File: config.mk
export PLATFORM = sky130hd
export DESIGN_NAME = cna_queue
export DESIGN_NICKNAME = d
export VERILOG_FILES = /design/src/hdl/cna_pkg.sv /design/src/hdl/cna_queue.sv
export SDC_FILE = /design/constraint.sdc
export NUM_CORES = 1
export LEC_CHECK = 0
export ABC_AREA = 1
export BUFFER_PORTS_ARGS = -buffer_cell sky130_fd_sc_hd__buf_4
export CAP_MARGIN = 20
export CORE_UTILIZATION = 40
export CTS_BUF_LIST = sky130_fd_sc_hd__clkbuf_8
export DETAILED_ROUTE_END_ITERATION = 12
export GPL_TIMING_DRIVEN = 0
export PLACE_DENSITY_LB_ADDON = 0.08
export SLEW_MARGIN = 25
export SYNTH_ARGS = -nofsm -noshare
export SYNTH_HDL_FRONTEND = slang
export SYNTH_SLANG_ARGS = --single-unit
File: constraint.sdc
create_clock -name i_clk -period 7.75 [get_ports i_clk]
set_input_delay 0.3875 -clock i_clk [delete_from_list [all_inputs] [get_ports i_clk]]
set_output_delay 0.3875 -clock i_clk [all_outputs]
set_load 0.05 [all_outputs]
File: src/hdl/cna_pkg.sv
// ----------------------------------------------------------------------------
// Complex ALU package
// Shared widths, transaction types and the saturation function.
// ----------------------------------------------------------------------------
package cna_pkg;

    localparam int DATA_WIDTH  = 32;
    localparam int FRAC_BITS   = 16;
    localparam int PROD_W      = 2 * DATA_WIDTH;
    localparam int SUM_W       = PROD_W + 1;
    localparam int DEN_W       = PROD_W;
    localparam int MAG_W       = PROD_W + FRAC_BITS;
    localparam int QB          = DATA_WIDTH + 1;
    localparam int CMP_W       = DEN_W + QB;
    localparam int QUEUE_DEPTH = 4;
    localparam int QPTR_W      = $clog2(QUEUE_DEPTH);
    localparam int QCNT_W      = $clog2(QUEUE_DEPTH + 1);

    localparam logic signed [SUM_W-1:0] SAT_HI =
        (SUM_W'(1) <<< (DATA_WIDTH - 1)) - SUM_W'(1);
    localparam logic signed [SUM_W-1:0] SAT_LO = -(SUM_W'(1) <<< (DATA_WIDTH - 1));

    typedef enum logic [1:0] {
        MODE_ADD = 2'd0,
        MODE_SUB = 2'd1,
        MODE_MUL = 2'd2,
        MODE_DIV = 2'd3
    } t_mode;

    typedef struct packed {
        logic [1:0]                   mode;
        logic signed [DATA_WIDTH-1:0] a_real;
        logic signed [DATA_WIDTH-1:0] a_imag;
        logic signed [DATA_WIDTH-1:0] b_real;
        logic signed [DATA_WIDTH-1:0] b_imag;
    } t_in_item;

    typedef struct packed {
        logic signed [DATA_WIDTH-1:0] res_real;
        logic signed [DATA_WIDTH-1:0] res_imag;
        logic                         overflow;
        logic                         div_by_zero;
    } t_out_item;

    typedef struct packed {
        t_mode                        op;
        logic                         b_zero;
        logic signed [DATA_WIDTH-1:0] ar;
        logic signed [DATA_WIDTH-1:0] ai;
        logic signed [DATA_WIDTH-1:0] br;
        logic signed [DATA_WIDTH-1:0] bi;
    } t_cmd;

    typedef struct packed {
        logic push;
        logic pop;
    } t_q_ctl;

    typedef struct packed {
        logic full;
        logic empty;
    } t_q_stat;

    typedef struct packed {
        logic signed [DATA_WIDTH-1:0] val;
        logic                         ovf;
    } t_sat;

    function automatic t_sat sat_word(input logic signed [SUM_W-1:0] v);
        t_sat r;
        r.ovf = 1'b0;
        r.val = v[DATA_WIDTH-1:0];
        if (v > SAT_HI) begin
            r.ovf = 1'b1;
            r.val = SAT_HI[DATA_WIDTH-1:0];
        end else if (v < SAT_LO) begin
            r.ovf = 1'b1;
            r.val = SAT_LO[DATA_WIDTH-1:0];
        end
        return r;
    endfunction

endpackage

File: src/hdl/cna_queue.sv
// ----------------------------------------------------------------------------
// Complex ALU command queue
// Small FIFO that decouples the front end from the arithmetic back end.
// ----------------------------------------------------------------------------
module cna_queue import cna_pkg::*; (
    input  logic    i_clk,
    input  logic    i_rst_n,
    input  t_q_ctl  i_ctl,
    input  t_cmd    i_cmd,
    output t_q_stat o_stat,
    output logic    o_valid,
    output t_cmd    o_cmd
);

    t_cmd              r_mem [QUEUE_DEPTH];
    logic [QPTR_W-1:0] r_wr_ptr;
    logic [QPTR_W-1:0] r_rd_ptr;
    logic [QCNT_W-1:0] r_count;
    logic              r_valid;
    t_cmd              r_cmd;
    logic              w_push;
    logic              w_pop;

    assign o_stat.full  = (r_count == QCNT_W'(QUEUE_DEPTH));
    assign o_stat.empty = (r_count == '0);
    assign w_push       = i_ctl.push && !o_stat.full;
    assign w_pop        = i_ctl.pop && !o_stat.empty;

    always_ff @(posedge i_clk) begin
        if (!i_rst_n) begin
            r_wr_ptr <= '0;
            r_rd_ptr <= '0;
            r_count  <= '0;
            r_valid  <= 1'b0;
        end else begin
            r_valid <= w_pop;
            if (w_push) begin
                r_wr_ptr <= r_wr_ptr + QPTR_W'(1);
            end
            if (w_pop) begin
                r_rd_ptr <= r_rd_ptr + QPTR_W'(1);
            end
            if (w_push && !w_pop) begin
                r_count <= r_count + QCNT_W'(1);
            end else if (w_pop && !w_push) begin
                r_count <= r_count - QCNT_W'(1);
            end
        end
    end

    always_ff @(posedge i_clk) begin
        if (w_push) begin
            r_mem[r_wr_ptr] <= i_cmd;
        end
        if (w_pop) begin
            r_cmd <= r_mem[r_rd_ptr];
        end
    end

    assign o_valid = r_valid;
    assign o_cmd   = r_cmd;

endmodule

==> results.md <==
* Critical path type: register to register
* Worst-Skew Late Latency at approximately 680 ps
* Synthesized flop and latch total at 663
* CP Capture Point: r_mem[2][20]$_DFFE_PP_
* P_leak at 10.9 nW
* Core area at between 0.05 and 0.06 mm2
* Vias in the first global route at 14602
* Worst R2R Setup Slack at approximately 5400 ps
* Peak supply drop at 190 uV
* Top cell family by delay on the critical path: simple AND/OR/NAND/NOR gates
* Yosys cell types at 22
* Grt total ovfl at 0
* Seq/Total Area, Yosys at 83.6%
* Final HPWL DP at 37.6 mm
* WP depth at 7
* Most common cell after layout, fill and taps aside: edfxtp_1
* Via density at 4.98
* CTS tree: yes
* Number of buffers added on ports at 268
* # IOs at ~270
* Post-cts resize count at 0
* Max cap viols at 0
* Overall die height at 246 um
* Initial Util at 40.8%
* Hold/Removal Path Class: input port to register
* Hold Slack at 445 ps
* Largest net degree at the start of global routing at between 70 and 80
* Worst path required time at 8130 ps
* Reg2reg path depth at 7
* Setup Viol. Count Final at 0
* RSZ-0062 raised after global routing: false
* Vias at 14264
* Critical R2R Capture: r_mem[2][20]$_DFFE_PP_
* PD cells at 347 mW/mm2
* Syn. warnings at 0
* CTS H-tree lvls at 3
* Status: finished clean
* Drt initial violations at around 840
* DR WL/cell at 21.3 um
* GRT Overall Usage at 20.3%
* Global-route wire length before repair at ~90 mm
* Max Fanout on Critical Path at 17
* Cell Chain, Critical Path: nor2_1, nand2_1, nand2_1, nor2_4, buf_12, buf_16, buf_16
* DRC violations left at 0
* Total Wirelength at ~60 mm
* Power, Total at 0.0107 W
* Most frequent cells in the layout: edfxtp_1 (655), nor2_1 (275), buf_4 (271)
* Final Hold Vio Count at 0
* Crit path launch: r_count[0]$_SDFFE_PN0P_
* CP endpoint kind: register
* Clock skew at 19.5 ps
* Root buffer cell: clkbuf_8
* Die area at 0.0603 mm2
* Worst slew pin tran at 692 ps
* Worst R2R Start: r_count[0]$_SDFFE_PN0P_
* Buffers & Inverters on Critical Path at 3
* Antenna-violating nets left at 0
* Num Clock Sinks at 663
* FMAX at 0.425 GHz
* Die W at 246 um
* Critical-path top delay cell: nor2_4
* Initial antenna violation count at 6
* Syn_nets at 1609
* CTS clock-pin slew for the worst setup and hold paths at around 60 ps
* Final #Nets at 2155
* Num CTS Buffers at 108
* CTS Buffer Depth at 3
* Crit share post-route at 30.4%
* GPL Wtd Cong at 0.719
* Final slew viol count at 0
* Worst setup SP type: register
* Proportion of layout cells with a drive suffix above 1 at around 23%
* Area delta synth->final at 30.0%
* Final Critical Period at 2360 ps
* Relative slew slack at about 54%
* Post-Syn Area per Cell at roughly 16 um2
* Delay of the slowest cell on the worst path at 500 ps
* Post-Syn Area at ~0.024 mm2
* CP arrival at about 2700 ps
* Mapped Cells at 1468
* Row count at 88
* DRT Pass-1 Iters at 4
[repair_timing]
item / 4_1_cts / 5_1_grt
hold endpoints to repair: 532 / 0
hold buffers: 135 / 0
setup endpoints to repair: 0 / 0
buffers inserted: 0 / 0
[kinds of logic after synthesis]
logic type               after synthesis  synth area share [%]
flip-flops                           663                  83.6
AO/OA/AOI/OAI                        395                  9.02
AND/OR/NAND/NOR                      299                  4.77
buffers and inverters                104                  2.26
adder cells (fa/ha/maj)                6                 0.348
XOR/XNOR                               1                0.0369
[area by class of cell]
cell class | count | area [um2]
clock buffer | 109 | 1500
inverter | 17 | 76.3
buffer | 87 | 468
antenna | 1 | 2.50
clock inverter | 84 | 455
timing repair buffer | 436 | 4170
sequential | 663 | 19800
multi-input combinational | 701 | 3390
fill | 4913 | 27300
tap | 765 | 957
[cell usage after synthesis, drive strengths merged]
| master | count | area [um2] |
|---|---|---|
| o21ai | 263 | 1320 |
| clkbuf | 45 | 169 |
| xor2 | 1 | 8.76 |
| a21oi | 1 | 5.00 |
| nand3 | 4 | 20.0 |
| clkinv | 1 | 8.76 |
| fa | 1 | 20.0 |
| nand3b | 1 | 7.51 |
| ha | 5 | 62.6 |
| o22ai | 131 | 820 |
| nand2 | 15 | 56.3 |
| edfxtp | 655 | 19700 |
| inv | 16 | 60.1 |
| nor2 | 279 | 1050 |
| dfxtp | 8 | 160 |
| buf | 42 | 299 |
[layer usage]
| metal | global-route usage [%] | share of wire [%] |
|---|---|---|
| met5 | 0 | 0.11 |
| met3 | 4.38 | 6.4 |
| met2 | 33.2 | 50 |
| met1 | 27.0 | 42 |
| met4 | 6.30 | 1.7 |
[state kept, by name, summed over array words and instances (netlist names)]
register  cells
r_rd_ptr      2
r_mem       524
o_cmd       131
r_count       3
r_wr_ptr      2
o_valid       1
[how the worst min path moves through the flow]
stage / from / to / slack (ps) / cells past startpoint
2_1_floorplan: i_cmd[0] / r_mem[0][0]$_DFFE_PP_ / 490 / 0
3_3_place_gp: r_count[2]$_SDFFE_PN0P_ / r_count[2]$_SDFFE_PN0P_ / 520 / 3
3_5_place_dp: r_count[1]$_SDFFE_PN0P_ / r_count[1]$_SDFFE_PN0P_ / 520 / 2
4_1_cts: i_cmd[127] / r_mem[1][127]$_DFFE_PP_ / 370 / 2
5_1_grt: i_cmd[67] / r_mem[0][67]$_DFFE_PP_ / 410 / 2
6_report: i_cmd[67] / r_mem[2][67]$_DFFE_PP_ / 450 / 2
[where the power goes]
part           total [W]  internal (W)  switching, W
Sequential       0.00484       0.00468      0.000164
Clock            0.00278       0.00143       0.00134
Combinational    0.00309      0.000889       0.00220
[through the flow]
step | instances | worst slack, ps | utilization [%] | cell area [um2] | TNS (ps)
floorplan | 1468 | 1000 | - | 23700 | 0
global placement | 2501 | -4560 | 45.9 | 26700 | -2306710
detailed placement | 2534 | 5380 | 47.4 | 27500 | 0
CTS | 2862 | 5340 | 53.1 | 30900 | 0
global route | 2863 | 5180 | 53.1 | 30900 | 0
finish | 2863 | 5390 | 53.1 | 30900 | 0
[worst reg2reg max path: stages (launching register included)]
cell     delay [ps]
dfxtp_1         390
nor2_1           90
nand2_1         140
nand2_1         280
nor2_4          500
buf_12          260
buf_16          200
buf_16          170
No activity file was read; power rests on OpenSTA's default activity.
